## src/rtl/ssd_pkg.sv

```systemverilog
// ----------------------------------------------------------------------------
// ssd_pkg
// Types and constants shared by the sensor settling detector.
// ----------------------------------------------------------------------------
package ssd_pkg;

    localparam int SAMPLE_W  = 12;
    localparam int SUM_W     = 16;
    localparam int TIME_W    = 16;
    localparam int SPREAD_W  = 12;
    localparam int OP_W      = 2;

    localparam int CFG_IDX_W  = 2;
    localparam int CFG_DATA_W = 16;

    localparam logic [OP_W-1:0] OP_START  = 2'd0;
    localparam logic [OP_W-1:0] OP_SAMPLE = 2'd1;
    localparam logic [OP_W-1:0] OP_TICK   = 2'd2;

    localparam logic STATUS_SETTLED = 1'b0;
    localparam logic STATUS_TIMEOUT = 1'b1;

    localparam logic [CFG_IDX_W-1:0] CFG_MAX_SPREAD = 2'd0;
    localparam logic [CFG_IDX_W-1:0] CFG_TIMEOUT_MS = 2'd1;

    localparam logic [SPREAD_W-1:0] MAX_SPREAD_RST = 12'd5;
    localparam logic [TIME_W-1:0]   TIMEOUT_MS_RST = 16'd500;
    localparam logic [TIME_W-1:0]   TIME_MAX       = 16'hFFFF;

    typedef struct packed {
        logic [OP_W-1:0]     op;
        logic [SAMPLE_W-1:0] sample;
    } in_item_t;

    typedef struct packed {
        logic                status;
        logic [SAMPLE_W-1:0] mean_value;
        logic [TIME_W-1:0]   settle_time_ms;
    } out_item_t;

endpackage

```

## src/rtl/sensor_settling_detector.sv

```systemverilog
// ----------------------------------------------------------------------------
// sensor_settling_detector
// Groups sensor samples, checks group spread and reports settle or timeout.
// ----------------------------------------------------------------------------
// One transaction is taken per clock while no waiting result stalls it. An
// accepted transaction is held in the input register; when it advances, the
// group state is updated and, when a group ends the session, the result
// register is loaded and raises out_valid. The single stage between input and
// result register holds the compare, 16-bit add and a constant-multiply for
// the mean. A waiting result stalls only the transaction that would produce
// the next result. Configuration writes are always taken (cfg_ready is tied
// high).
module sensor_settling_detector
    import ssd_pkg::*;
#(
    parameter int GROUP_SIZE = 5
)
(
    input  logic                  clk,
    input  logic                  rst_n,
    input  logic                  in_valid,
    output logic                  in_ready,
    input  in_item_t              in_data,
    output logic                  out_valid,
    input  logic                  out_ready,
    output out_item_t             out_data,
    input  logic                  cfg_valid,
    output logic                  cfg_ready,
    input  logic [CFG_IDX_W-1:0]  cfg_index,
    input  logic [CFG_DATA_W-1:0] cfg_data
);

    localparam int CNT_W     = $clog2(GROUP_SIZE);
    localparam int DIV_SHIFT = SUM_W + $clog2(GROUP_SIZE);
    localparam int PROD_W    = SUM_W + DIV_SHIFT;
    localparam logic [DIV_SHIFT-1:0] DIV_MULT =
        DIV_SHIFT'((2 ** DIV_SHIFT + GROUP_SIZE - 1) / GROUP_SIZE);
    localparam logic [CNT_W-1:0] CNT_LAST = CNT_W'(GROUP_SIZE - 1);

    logic                in_valid_reg;
    in_item_t            in_item_reg;
    logic                out_valid_reg;
    out_item_t           out_item_reg;
    out_item_t           out_item_next;

    logic [SPREAD_W-1:0] max_spread_reg;
    logic [TIME_W-1:0]   timeout_ms_reg;

    logic [CNT_W-1:0]    count_reg, count_next;
    logic [SAMPLE_W-1:0] min_reg, min_next;
    logic [SAMPLE_W-1:0] max_reg, max_next;
    logic [SUM_W-1:0]    sum_reg, sum_next;
    logic [TIME_W-1:0]   elapsed_reg, elapsed_next;
    logic                active_reg, active_next;

    logic                first;
    logic                last;
    logic [SPREAD_W-1:0] spread;
    logic [PROD_W-1:0]   prod;
    logic                settled;
    logic                timed_out;
    logic                has_result;
    logic                advance;
    logic                out_load;

    assign cfg_ready = 1'b1;
    assign out_valid = out_valid_reg;
    assign out_data  = out_item_reg;

    assign advance  = in_valid_reg && (!has_result || !out_valid_reg || out_ready);
    assign in_ready = !in_valid_reg || advance;
    assign out_load = advance && has_result;

    always_ff @(posedge clk or negedge rst_n)
    begin
        if (!rst_n)
        begin
            max_spread_reg <= MAX_SPREAD_RST;
            timeout_ms_reg <= TIMEOUT_MS_RST;
        end
        else if (cfg_valid)
        begin
            if (cfg_index == CFG_MAX_SPREAD)
            begin
                max_spread_reg <= cfg_data[SPREAD_W-1:0];
            end
            else if (cfg_index == CFG_TIMEOUT_MS)
            begin
                timeout_ms_reg <= cfg_data[TIME_W-1:0];
            end
        end
    end

    // group arithmetic on the registered transaction
    always_comb
    begin
        first    = (count_reg == '0);
        min_next = (first || in_item_reg.sample < min_reg) ? in_item_reg.sample : min_reg;
        max_next = (first || in_item_reg.sample > max_reg) ? in_item_reg.sample : max_reg;
        sum_next = first ? SUM_W'(in_item_reg.sample)
                         : sum_reg + SUM_W'(in_item_reg.sample);
        last      = (count_reg == CNT_LAST);
        spread    = max_next - min_next;
        prod      = PROD_W'(sum_next) * PROD_W'(DIV_MULT);
        settled   = (spread < max_spread_reg);
        timed_out = (elapsed_reg > timeout_ms_reg);

        out_item_next.status         = settled ? STATUS_SETTLED : STATUS_TIMEOUT;
        out_item_next.mean_value     = prod[DIV_SHIFT +: SAMPLE_W];
        out_item_next.settle_time_ms = settled ? elapsed_reg : timeout_ms_reg;

        count_next   = count_reg;
        elapsed_next = elapsed_reg;
        active_next  = active_reg;
        has_result   = 1'b0;

        case (in_item_reg.op)
            OP_START:
            begin
                count_next   = '0;
                elapsed_next = '0;
                active_next  = 1'b1;
            end
            OP_SAMPLE:
            begin
                if (active_reg)
                begin
                    if (last)
                    begin
                        count_next = '0;
                        if (settled || timed_out)
                        begin
                            has_result  = 1'b1;
                            active_next = 1'b0;
                        end
                    end
                    else
                    begin
                        count_next = count_reg + CNT_W'(1);
                    end
                end
            end
            OP_TICK:
            begin
                if (active_reg && elapsed_reg != TIME_MAX)
                begin
                    elapsed_next = elapsed_reg + TIME_W'(1);
                end
            end
            default:
            begin
                count_next = count_reg;
            end
        endcase
    end

    always_ff @(posedge clk or negedge rst_n)
    begin
        if (!rst_n)
        begin
            in_valid_reg  <= 1'b0;
            out_valid_reg <= 1'b0;
            count_reg     <= '0;
            elapsed_reg   <= '0;
            active_reg    <= 1'b1;
        end
        else
        begin
            if (in_ready)
            begin
                in_valid_reg <= in_valid;
            end
            if (out_load)
            begin
                out_valid_reg <= 1'b1;
            end
            else if (out_ready)
            begin
                out_valid_reg <= 1'b0;
            end
            if (advance)
            begin
                count_reg   <= count_next;
                elapsed_reg <= elapsed_next;
                active_reg  <= active_next;
            end
        end
    end

    // payload registers; group min/max/sum are reseeded by each first sample
    always_ff @(posedge clk)
    begin
        if (in_ready && in_valid)
        begin
            in_item_reg <= in_data;
        end
        if (out_load)
        begin
            out_item_reg <= out_item_next;
        end
        if (advance && in_item_reg.op == OP_SAMPLE && active_reg)
        begin
            min_reg <= min_next;
            max_reg <= max_next;
            sum_reg <= sum_next;
        end
    end

`ifndef SYNTH
    a_count_range: assert property (@(posedge clk) disable iff (!rst_n)
        count_reg <= CNT_LAST)
        else $error("group count out of range");

    a_result_ends_session: assert property (@(posedge clk) disable iff (!rst_n)
        out_load |=> !active_reg)
        else $error("session still active after result");

    a_session_end_has_result: assert property (@(posedge clk) disable iff (!rst_n)
        $fell(active_reg) |-> $past(out_load))
        else $error("session ended without result");

    a_result_hold_stalls: assert property (@(posedge clk) disable iff (!rst_n)
        in_valid_reg && has_result && out_valid_reg && !out_ready |=> in_valid_reg)
        else $error("result-producing transaction dropped while output full");

    a_elapsed_saturates: assert property (@(posedge clk) disable iff (!rst_n)
        advance && in_item_reg.op == OP_TICK && elapsed_reg == TIME_MAX
        |=> elapsed_reg == TIME_MAX)
        else $error("elapsed counter wrapped");
`endif

endmodule

```

## config.mk

```make
export PLATFORM = sky130hd
export DESIGN_NAME = sensor_settling_detector
export DESIGN_NICKNAME = d
export VERILOG_FILES = /design/src/rtl/ssd_pkg.sv /design/src/rtl/sensor_settling_detector.sv
export SDC_FILE = /design/constraint.sdc
export NUM_CORES = 1
export LEC_CHECK = 0
export BUFFER_PORTS_ARGS = -buffer_cell sky130_fd_sc_hd__buf_4
export CAP_MARGIN = 20
export CORE_UTILIZATION = 60
export CTS_CLUSTER_SIZE = 16
export DETAILED_ROUTE_END_ITERATION = 16
export GPL_TIMING_DRIVEN = 1
export PLACE_DENSITY = 0.79
export SLEW_MARGIN = 20
export SYNTH_ARGS = -nofsm -noshare
export SYNTH_HDL_FRONTEND = slang
export SYNTH_SLANG_ARGS = --single-unit
```

## constraint.sdc

```tcl
create_clock -name clk -period 20.8 [get_ports clk]
set_input_delay 4.16 -clock clk [delete_from_list [all_inputs] [get_ports clk]]
set_output_delay 4.16 -clock clk [all_outputs]
set_load 0.01 [all_outputs]
```

== Word level (Yosys, flattened, before mapping) ==
Cells that the tools add are included.

* Bits in latches: 0
* Register bits: 133
* Bits in writable memories: 0
* Logic and storage cells: 78
* Bits in read-only memories: 0
* Memories: 0
* Output and inout port bits: 32

* Bitwise operators: 1
* Magnitude comparators: 4
* Mux-type cells: 20
* Eq/ne operators: 7
* Reductions and logical operators: 26
* $add $sub $neg: 4
* Div/mod/pow operators: 0
* Shift-type cells: 0
* Multiply operators: 1

{| class="wikitable"
|+ Operator list
! operator !! count
|-
| $mux W16 || 3
|-
| $pmux W16 S2 || 1
|-
| $mul A16 B16 Y30 const B || 1
|-
| $lt A12 B12 Y1 || 2
|-
| $mux W12 || 2
|-
| $add A16 B1 Y16 const B || 1
|-
| $add A16 B12 Y16 || 1
|-
| $gt A16 B16 Y1 || 1
|-
| $ne A16 B16 Y1 const B || 1
|-
| $gt A12 B12 Y1 || 1
|-
| $sub A12 B12 Y12 || 1
|-
| $mux W1 || 10
|-
| $reduce_and A3 Y1 || 3
|-
| $logic_and A1 B1 Y1 || 6
|-
| $logic_or A1 B1 Y1 || 6
|-
| $mux W3 || 2
|-
| $pmux W3 S2 || 1
|-
| $reduce_bool A2 Y1 || 3
|-
| $eq A2 B1 Y1 const B || 2
|-
| $logic_not A2 Y1 || 2
|-
| $ne A2 B2 Y1 const B || 2
|-
| $reduce_and A2 Y1 || 2
|-
| $add A3 B1 Y3 const B || 1
|-
| $eq A3 B3 Y1 const B || 1
|-
| other kinds (5) || 7
|}

== Longest topological paths before layout ==
Gate-level depths: netlist of the first run.

* Depth after elaboration: 16
* Depth in mapped cells: 34
* Gate-level depth less buffers: 34

== Least setup slack after synthesis of the first run ==
OpenSTA, ideal clock, no wires.

* Path type: flip-flop to output port
* From: register in_item_reg[10] (netlist bit)
* To: output port in_ready
* Arrival time: 5.146 ns
* Cell stages (with the launch flop): 22
* Setup slack: 11.494 ns
* Path buffers: 3
* Path through: edfxtp_1 > ha_1 > nand4_2 > a211o_1 > a31oi_2 > buf_6 > clkbuf_1 > clkbuf_1 > o21ai_0 > ha_1 > a31o_2 > a21oi_2 > a21oi_2 > o41ai_2 > a21boi_1 > ha_1 > a211o_1 > or3_1 > o2111a_1 > nor2_1 > nand2_1 > or2_2

* Word-level cells in the longest chain between the ends: 15
* Elaborated cells on any way between the ends: 18
* Those cells by class: 1 x add/sub; 3 x order compare; 6 x mux; 8 x reduce/logical

{| class="wikitable"
|+ Ends and longest elaborated chain
! element !! RTL line !! text
|-
| start: declaration || sensor_settling_detector.sv:41 || <nowiki>in_item_t in_item_reg;</nowiki>
|-
| start signal: assignment || sensor_settling_detector.sv:195 || <nowiki>in_item_reg <= in_data;</nowiki>
|-
| $gt A12 B12 Y1 or $lt A12 B12 Y1 (tied branches) || sensor_settling_detector.sv:99, sensor_settling_detector.sv:98 ||
|-
| $logic_or A1 B1 Y1 (on tied branches) || sensor_settling_detector.sv:99, sensor_settling_detector.sv:98 ||
|-
| $mux W12 (on tied branches) || sensor_settling_detector.sv:99, sensor_settling_detector.sv:98 ||
|-
| $sub A12 B12 Y12 * || sensor_settling_detector.sv:103 || <nowiki>spread = max_next - min_next;</nowiki>
|-
| $lt A12 B12 Y1 * || sensor_settling_detector.sv:105 || <nowiki>settled = (spread < max_spread_reg);</nowiki>
|-
| $logic_or A1 B1 Y1 * || sensor_settling_detector.sv:131 || <nowiki>if (settled || timed_out)</nowiki>
|-
| $mux W1 * || sensor_settling_detector.sv:131 ||
|-
| $mux W1 * || sensor_settling_detector.sv:128 || <nowiki>if (last)</nowiki>
|-
| $mux W1 * || sensor_settling_detector.sv:126 || <nowiki>if (active_reg)</nowiki>
|-
| $mux W1 * || sensor_settling_detector.sv:117 || <nowiki>case (in_item_reg.op)</nowiki>
|-
| $logic_not A1 Y1 * || sensor_settling_detector.sv:70 || <nowiki>assign advance = in_valid_reg && (!has_result || !out_valid_reg || out_ready);</nowiki>
|-
| $logic_or A1 B1 Y1 * (2 in a row) || sensor_settling_detector.sv:70 ||
|-
| $logic_and A1 B1 Y1 * || sensor_settling_detector.sv:70 ||
|-
| $logic_or A1 B1 Y1 * || sensor_settling_detector.sv:71 || <nowiki>assign in_ready = !in_valid_reg || advance;</nowiki>
|-
| end: declaration || sensor_settling_detector.sv:22 || <nowiki>output logic in_ready,</nowiki>
|}

Every way passes the cells marked *; elsewhere a longest branch is shown, timed or not.

== Worst setup path in the final report of the first run ==
* From: register in_item_reg[4] (netlist bit)
* To: output port in_ready

* Word-level cells in the longest chain between the ends: 15
* Elaborated cells on any way between the ends: 18
* Those cells by class: 1 x add/sub; 3 x order compare; 6 x mux; 8 x reduce/logical

{| class="wikitable"
|+ Ends and longest elaborated chain
! element !! RTL line !! text
|-
| $lt A12 B12 Y1 || sensor_settling_detector.sv:98 || <nowiki>min_next = (first || in_item_reg.sample < min_reg) ? in_item_reg.sample : min_reg;</nowiki>
|-
| $logic_or A1 B1 Y1 || sensor_settling_detector.sv:98 ||
|-
| $mux W12 || sensor_settling_detector.sv:98 ||
|-
| via min_next[0] || sensor_settling_detector.sv:50 || <nowiki>logic [SAMPLE_W-1:0] min_reg, min_next;</nowiki>
|-
| $sub A12 B12 Y12 || sensor_settling_detector.sv:103 ||
|-
| $lt A12 B12 Y1 || sensor_settling_detector.sv:105 ||
|-
| $logic_or A1 B1 Y1 || sensor_settling_detector.sv:131 ||
|-
| $mux W1 || sensor_settling_detector.sv:131 ||
|-
| $mux W1 || sensor_settling_detector.sv:128 ||
|-
| $mux W1 || sensor_settling_detector.sv:126 ||
|-
| $mux W1 || sensor_settling_detector.sv:117 ||
|-
| $logic_not A1 Y1 || sensor_settling_detector.sv:70 ||
|-
| $logic_or A1 B1 Y1 (2 in a row) || sensor_settling_detector.sv:70 ||
|-
| $logic_and A1 B1 Y1 || sensor_settling_detector.sv:70 ||
|-
| $logic_or A1 B1 Y1 || sensor_settling_detector.sv:71 ||
|}

The timed path passes the listed nets, and every way through them passes these cells.

==> metrics.md, run 1 <==
| Metric | Value |
|---|---|
| Critical path fanouts, max | 13 |
| TritonCTS clock tree | yes |
| Layout overhead on the synthesized area | 12.0% |
| DRT Pass-1 Iters | 5 |
| # diodes | 0 |
| Syn avg cell area | 10.4 sq um |
| Top_reg_cell synth | edfxtp_1 |
| Min-Delay Path Class | flop to flop |
| Worst-path clk slew | 60 ps |
| IO Port Bufs | 67 |
| Chip width | 144 um |
| Die area | 20600 sq um |
| Initial antenna violation count | 0 |
| Startpoint Class | flop |
| Flop and latch count out of synthesis | 133 |
| Worst Path Class, Setup | flop to output port |
| Syn_nets | 1472 |
| HPWL Detailed | 20100 um |
| Clock Latency Late Sink | 430 ps |
| GRT Total Usage | 0.263 |
| Final setup fails | 0 |
| Pin count of the biggest net entering global routing | 51 |
| Crit path required time | 16640 ps |
| Unrepaired setup endpoints after global routing | false |
| Top cell type's share of synthesized area | 0.207 |
| Placed Cells | 1480 |
| Slew HR | 0.263 |
| Hold-fix buffers, CTS | 0 |
| Run status | finished clean |
| # H-tree levels | 4 |
| Core Rows | 51 |
| Drt drc | 0 |
| Dpl ws | 10910 ps |
| Quantity of gates resized following cts | 0 |
| Initial DRC count | 488 |
| Seq/Total Area, Yosys | 0.312 |
| Drt wl/cell | 16.4 um |
| Slew @ Worst Pin | 1100 ps |
| YS warnings | 0 |
| Drt via density | 5.58 |
| Post-Syn Instances | 1160 |
| Final wirelength | 24800 um |
| Post-synth EDFFs | 83 |
| Routability cong. | 0.936 |
| NumNets Final | 1546 |
| Detailed-route via count | 8432 |
| FFs w/ async S/R, synth | 0.376 |
| Final WS setup | 10460 ps |
| Fin util | 0.688 |
| Count of different cell masters after synthesis | 70 |
| Fmax | 96.7 MHz |
| Largest register FFs | 29 |
| Io pins | 69 |
| Antenna Nets Post-Route | 0 |
| Leading area contributor after synthesis | edfxtp_1 |
| Total CTS buffers | 17 |
| Root buffer cell | clkbuf_16 |
| Fillers | 1432 |
| Bufs on Longest Clock Path | 2 |
| Clock sink total | 133 |
| Non-filler cells, final | 1512 |
| CP endpoint kind | output port |
| Vias in the first global route | 8643 |
| Starting Density | 0.615 |
| Ranking of synthesized cells by area | edfxtp_1 (21%), ha_1 (20%), fa_1 (14%), dfrtp_1 (8.5%), inv_1 (6.9%) |
| Final Max Slew Viols | 0 |
| Setup TNS Final | 0 ps |
| GR Overflow Total | 0 |
| Core area | 19600 sq um |
| Final period utilization | 0.497 |
| Hold Vio Cnt, Final | 0 |
| Share of layout cells above drive strength 1 | 0.133 |
| Total setup buffers inserted after CTS | 0 |
| Tmin final | 10340 ps |
| Max-Cap Viols | 0 |
| Die Y | 144 um |
| First-pass GRT wire length | 41600 um |
| Final Skew | 19.5 ps |
| Crit path DAT | 6180 ps |
| Post-Syn Area | 12000 sq um |
area by class of cell:
type,instances,area (sq um),area share
Tap cell,265,332,0.0246
Clock buffer,17,425,0.0316
Clock inverter,15,205,0.0152
Inverter,222,833,0.0618
Multi-Input combinational cell,786,7380,0.547
Sequential cell,133,3750,0.279
Timing Repair Buffer,74,556,0.0412
kinds of logic (layout without fill, tap and decap cells):
| family | count (synthesis) | in the layout | share of synthesized area |
|---|---|---|---|
| adders and majority gates | 276 | 276 | 0.338 |
| buffers and inverters | 241 | 328 | 0.0773 |
| and+or+nand+nor | 221 | 221 | 0.0896 |
| AOI/OAI and AO/OA | 206 | 206 | 0.117 |
| DFF | 133 | 133 | 0.312 |
| xor gates and xnor gates | 45 | 45 | 0.0327 |
| muxes | 37 | 37 | 0.0339 |
| other | 1 | 1 | 0.000311 |
cell usage in the layout, fill, tap and decap left out, drive strengths merged, types with 6 or more instances in the layout:
cell	n
o21a	11
a21boi	6
nor2	44
xnor2	24
inv	232
a31oi	6
fa	82
nand3	14
clkbuf	17
edfxtp	83
dfrtp	41
nand4	12
and3	8
mux2i	13
buf	74
a21o	18
a21oi	43
nor3	9
and2	11
xor2	21
nor2b	19
o21ai	71
nand2b	9
dfstp	9
ha	193
nand2	79
o211ai	10
mux2	24
stage by stage:
stage	area, sq um	hold WS [ps]
2_1_floorplan	12000	479
3_3_place_gp	12800	489
3_5_place_dp	12800	496
4_1_cts	13500	511
5_1_grt	13500	528
6_report	13500	508
Yosys cell counts (all sizes together), types with 10 or more instances:
| master | n |
|---|---|
| mux2 | 24 |
| nand4 | 12 |
| o21a | 11 |
| a21oi | 43 |
| and2 | 11 |
| edfxtp | 83 |
| inv | 222 |
| nand2 | 79 |
| o211ai | 10 |
| mux2i | 13 |
| a21o | 18 |
| nor2b | 19 |
| xor2 | 21 |
| xnor2 | 24 |
| ha | 193 |
| fa | 82 |
| nand3 | 14 |
| o21ai | 71 |
| dfrtp | 41 |
| clkbuf | 15 |
| nor2 | 44 |
layer usage:
layer,GRT usage,vias up,share of wire
li1,-,4097,-
met5,0,-,0
met2,0.449,212,0.50
met3,0.0390,56,0.041
met1,0.334,4067,0.43
met4,0.109,0,0.031
path summary, 6_finish.rpt:
| check | start | slack (ps) | depth (start not counted) | end |
|---|---|---|---|---|
| worst min-delay path | timeout_ms_reg[12] | 510 | 1 | timeout_ms_reg[12] |
| max in group asynchronous | rst_n | 16600 | 1 | max_spread_reg[8] |
| worst max register to register | in_item_reg[1] | 12230 | 33 | out_data[27] |
| worst max-delay path | in_item_reg[4] | 10460 | 20 | in_ready |
| worst min register to register | timeout_ms_reg[12] | 510 | 1 | timeout_ms_reg[12] |
| min in group asynchronous | rst_n | 3740 | 1 | timeout_ms_reg[15] |
critical path, cell delays in order (launching register included):
cell,delay (ps)
edfxtp_1,540
ha_1,350
and4_1,160
o21ai_0,90
o2111ai_1,280
and2_1,680
o21ai_0,230
ha_1,250
maj3_1,360
a211o_1,330
a21oi_2,240
o41ai_2,130
a21boi_1,150
ha_1,290
a211o_1,300
or3_1,330
o2111a_1,300
nor2_1,180
nand2_1,90
or2_2,320
buf_4,150
Power of run 1 is not shown: default switching activity piles up to over one toggle a cycle in this logic, so the estimate is an artifact.
==> run 2: changes to the inputs <==
- ABC_AREA: not set -> 1
- PLACE_DENSITY: 0.79 -> 0.78
- clock period: 20.8 -> 9.6 ns (I/O delays scaled with it)
==> run 2 against run 1 <==
Against the previous run: routed wire length up 28%; register-to-register slack worse by 10000 ps; synthesized area up 7.7%; die area up 7.6%; worst hold slack worse by 12 ps; worst setup slack worse by 8400 ps; largest cell class unchanged.
==> metrics.md, run 2 <==
| Metric | Value |
|---|---|
| Chip width | 149 um (+3.7%) |
| R2R Path End | out_data[27] |
| DRT Pass-1 Iters | 8 (+3) |
| Die Y | 149 um (+3.7%) |
| Fillers | 1687 (+18%) |
| Pin count of the biggest net entering global routing | 51 (unchanged) |
| Syn avg cell area | 8.59 sq um (-17%) |
| Vias in the first global route | 10500 (+21%) |
| Final period utilization | 0.784 |
| Final setup fails | 0 (unchanged) |
| Initial DRC count | 689 (+41%) |
| Hold path endpoint | max_spread_reg[3] |
| Total CTS buffers | 17 (unchanged) |
| HPWL Detailed | 24600 um (+22%) |
| Drt via density | 5.59 (+0.31%) |
| TritonCTS clock tree | yes |
| Core Rows | 53 (+3.9%) |
| Post-synth EDFFs | 83 (unchanged) |
| Leading area contributor after synthesis | edfxtp_1 |
| Slew HR | 0.315 (+0.0516) |
| Max-Cap Viols | 0 (unchanged) |
| Root buffer cell | clkbuf_16 |
| Routability cong. | 0.982 (+4.9%) |
| Share of layout cells above drive strength 1 | 0.106 (-0.0275) |
| Met3 usage | 0.0471 (+0.00811) |
| Antenna Nets Post-Route | 0 (unchanged) |
| Bufs on Longest Clock Path | 2 (unchanged) |
| Hold Vio Cnt, Final | 0 (unchanged) |
| Count of different cell masters after synthesis | 54 (-23%) |
| Slew @ Worst Pin | 1020 ps (-75.9 ps) |
| Final Max Slew Viols | 0 (unchanged) |
| Routing usage on met1 | 0.407 (+0.0737) |
| Top_reg_cell synth | edfxtp_1 |
| Io pins | 69 (unchanged) |
| Run status | finished clean |
| Largest register FFs | 29 (unchanged) |
| Top cell type's share of synthesized area | 0.192 (-0.0147) |
| R2R depth | 23 (-30%) |
| Die area | 22200 sq um (+7.6%) |
| Commonest cells post-synth | inv_1 (307), nand2_1 (279), ha_1 (193) |
| Crit path DAT | 7690 ps (+1510 ps) |
| Quantity of gates resized following cts | 0 (unchanged) |
| Hold path startpoint | max_spread_reg[3] |
| FFs w/ async S/R, synth | 0.376 (unchanged) |
| CP endpoint kind | flop |
| Hold Path Depth | 2 (+1) |
| Worst Path Class, Setup | flop to flop |
| Commonest non-fill, non-tap cell in the layout | inv_1 |
| Min-Delay Path Class | flop to flop |
| Fmax | 133 MHz |
| Crit path required time | 9760 ps (-6880 ps) |
| Initial antenna violation count | 0 (unchanged) |
| GRT Total Usage | 0.304 (+0.0416) |
| YS warnings | 0 (unchanged) |
| Critical path fanouts, max | 6 (-7) |
| Post-Syn Instances | 1510 (+30%) |
| Clock Latency Late Sink | 430 ps (about the same) |
| Seq/Total Area, Yosys | 0.290 (-0.0222) |
| Setup TNS Final | 0 ps (unchanged) |
| Drt wl/cell | 17.0 um (+3.3%) |
| Met2 Use GR | 0.500 (+0.0509) |
| Core area | 21100 sq um (+7.6%) |
| Worst reg2reg setup slack | 2080 ps (-10150 ps) |
| Startpoint Class | flop |
| Flop and latch count out of synthesis | 133 (unchanged) |
| Reg-to-reg startpoint | in_item_reg[0] |
| Final wirelength | 31600 um (+28%) |
| Commonest non-fill, non-tap cells in the layout | inv_1 (307), nand2_1 (279), ha_1 (193) |
| GR Overflow Total | 0 (unchanged) |
| Syn_nets | 1822 (+24%) |
| Final Skew | 10.7 ps (-8.85 ps) |
| Dominant cell by count in the synthesized netlist | inv_1 |
| Detailed-route via count | 10400 (+24%) |
| Total setup buffers inserted after CTS | 0 (unchanged) |
| Ranking of synthesized cells by area | edfxtp_1 (19%), ha_1 (19%), fa_1 (13%), inv_1 (8.9%), nand2_1 (8.1%) |
| Starting Density | 0.615 (about the same) |
| IO Port Bufs | 67 (unchanged) |
| Clock sink total | 133 (unchanged) |
| Unrepaired setup endpoints after global routing | false |
| Hold-fix buffers, CTS | 0 (unchanged) |
| Most used routing layer | met2 |
| # H-tree levels | 4 (unchanged) |
| First-pass GRT wire length | 52300 um (+26%) |
| NumNets Final | 1890 (+22%) |
| Drt drc | 0 (unchanged) |
| # diodes | 0 (unchanged) |
| Post-Syn Area | 13000 sq um (+7.7%) |
| Tmin final | 7520 ps |
| Layout overhead on the synthesized area | 10.4% |
| Worst-path clk slew | 60 ps (about the same) |
run 2: area by class of cell:
class | count | area [sq um] | share of cell area
Clock buffer | 20 | 437 | 0.0305
Clock inverter | 12 | 130 | 0.00909
Inverter | 313 | 1170 | 0.0821
Multi-Input combinational cell | 1039 | 7910 | 0.553
Sequential cell | 133 | 3750 | 0.262
Tap cell | 275 | 344 | 0.0240
Timing Repair Buffer | 74 | 559 | 0.0391
run 2: through the flow:
step / instance area [sq um] / utilization / cells / worst slack [ps] / hold WS [ps]
2_1_floorplan: 13000 / - / 1510 / 2990 / 453
3_3_place_gp: 13700 / 0.651 / 1833 / 2480 / 466
3_5_place_dp: 13700 / 0.651 / 1833 / 2220 / 477
4_1_cts: 14300 / 0.678 / 1865 / 2180 / 490
5_1_grt: 14300 / 0.678 / 1866 / 1680 / 519
6_report: 14300 / 0.678 / 1866 / 2080 / 495
run 2: kinds of logic after synthesis:
family,count (synthesis),share of synthesized area
XOR/XNOR,44,0.0297
AND/OR/NAND/NOR,521,0.181
other,1,0.000289
adder cells (fa/ha/maj),275,0.313
flip-flops,133,0.290
buffers and inverters,338,0.101
AO/OA/AOI/OAI,198,0.0852
run 2: how the worst max path moves through the flow:
stage                     slack (ps)            from            to
after detailed placement        2220  in_item_reg[0]  out_data[27]
after global routing            1680  in_item_reg[0]  out_data[27]
after global placement          2480  in_item_reg[0]  out_data[27]
after CTS                       2180  in_item_reg[0]  out_data[27]
final                           2080  in_item_reg[0]  out_data[27]
after floorplan                 2990  in_item_reg[0]  out_data[27]
run 2: critical path, stage by stage, from the launching register on:
cell      delay [ps]
edfxtp_1         430
ha_1             220
inv_1             70
fa_1             410
o31ai_1          440
xnor2_1          110
o21ai_0          730
ha_1             430
fa_1             550
inv_1             60
fa_1             550
inv_1             80
fa_1             540
inv_1             60
fa_1             500
fa_1             550
inv_1             40
ha_1             340
nand2_1          130
nor4_1           380
o31ai_1          140
nand3_1          210
a31oi_1          140
xor2_1           160
run 2: layer usage:
layer / part of all wire / vias up
met3: 0.056 / 67
li1: - / 5030
met4: 0.031 / 0
met5: 0 / -
met2: 0.47 / 355
met1: 0.44 / 4986
Power of run 2 is left out for the same reason.
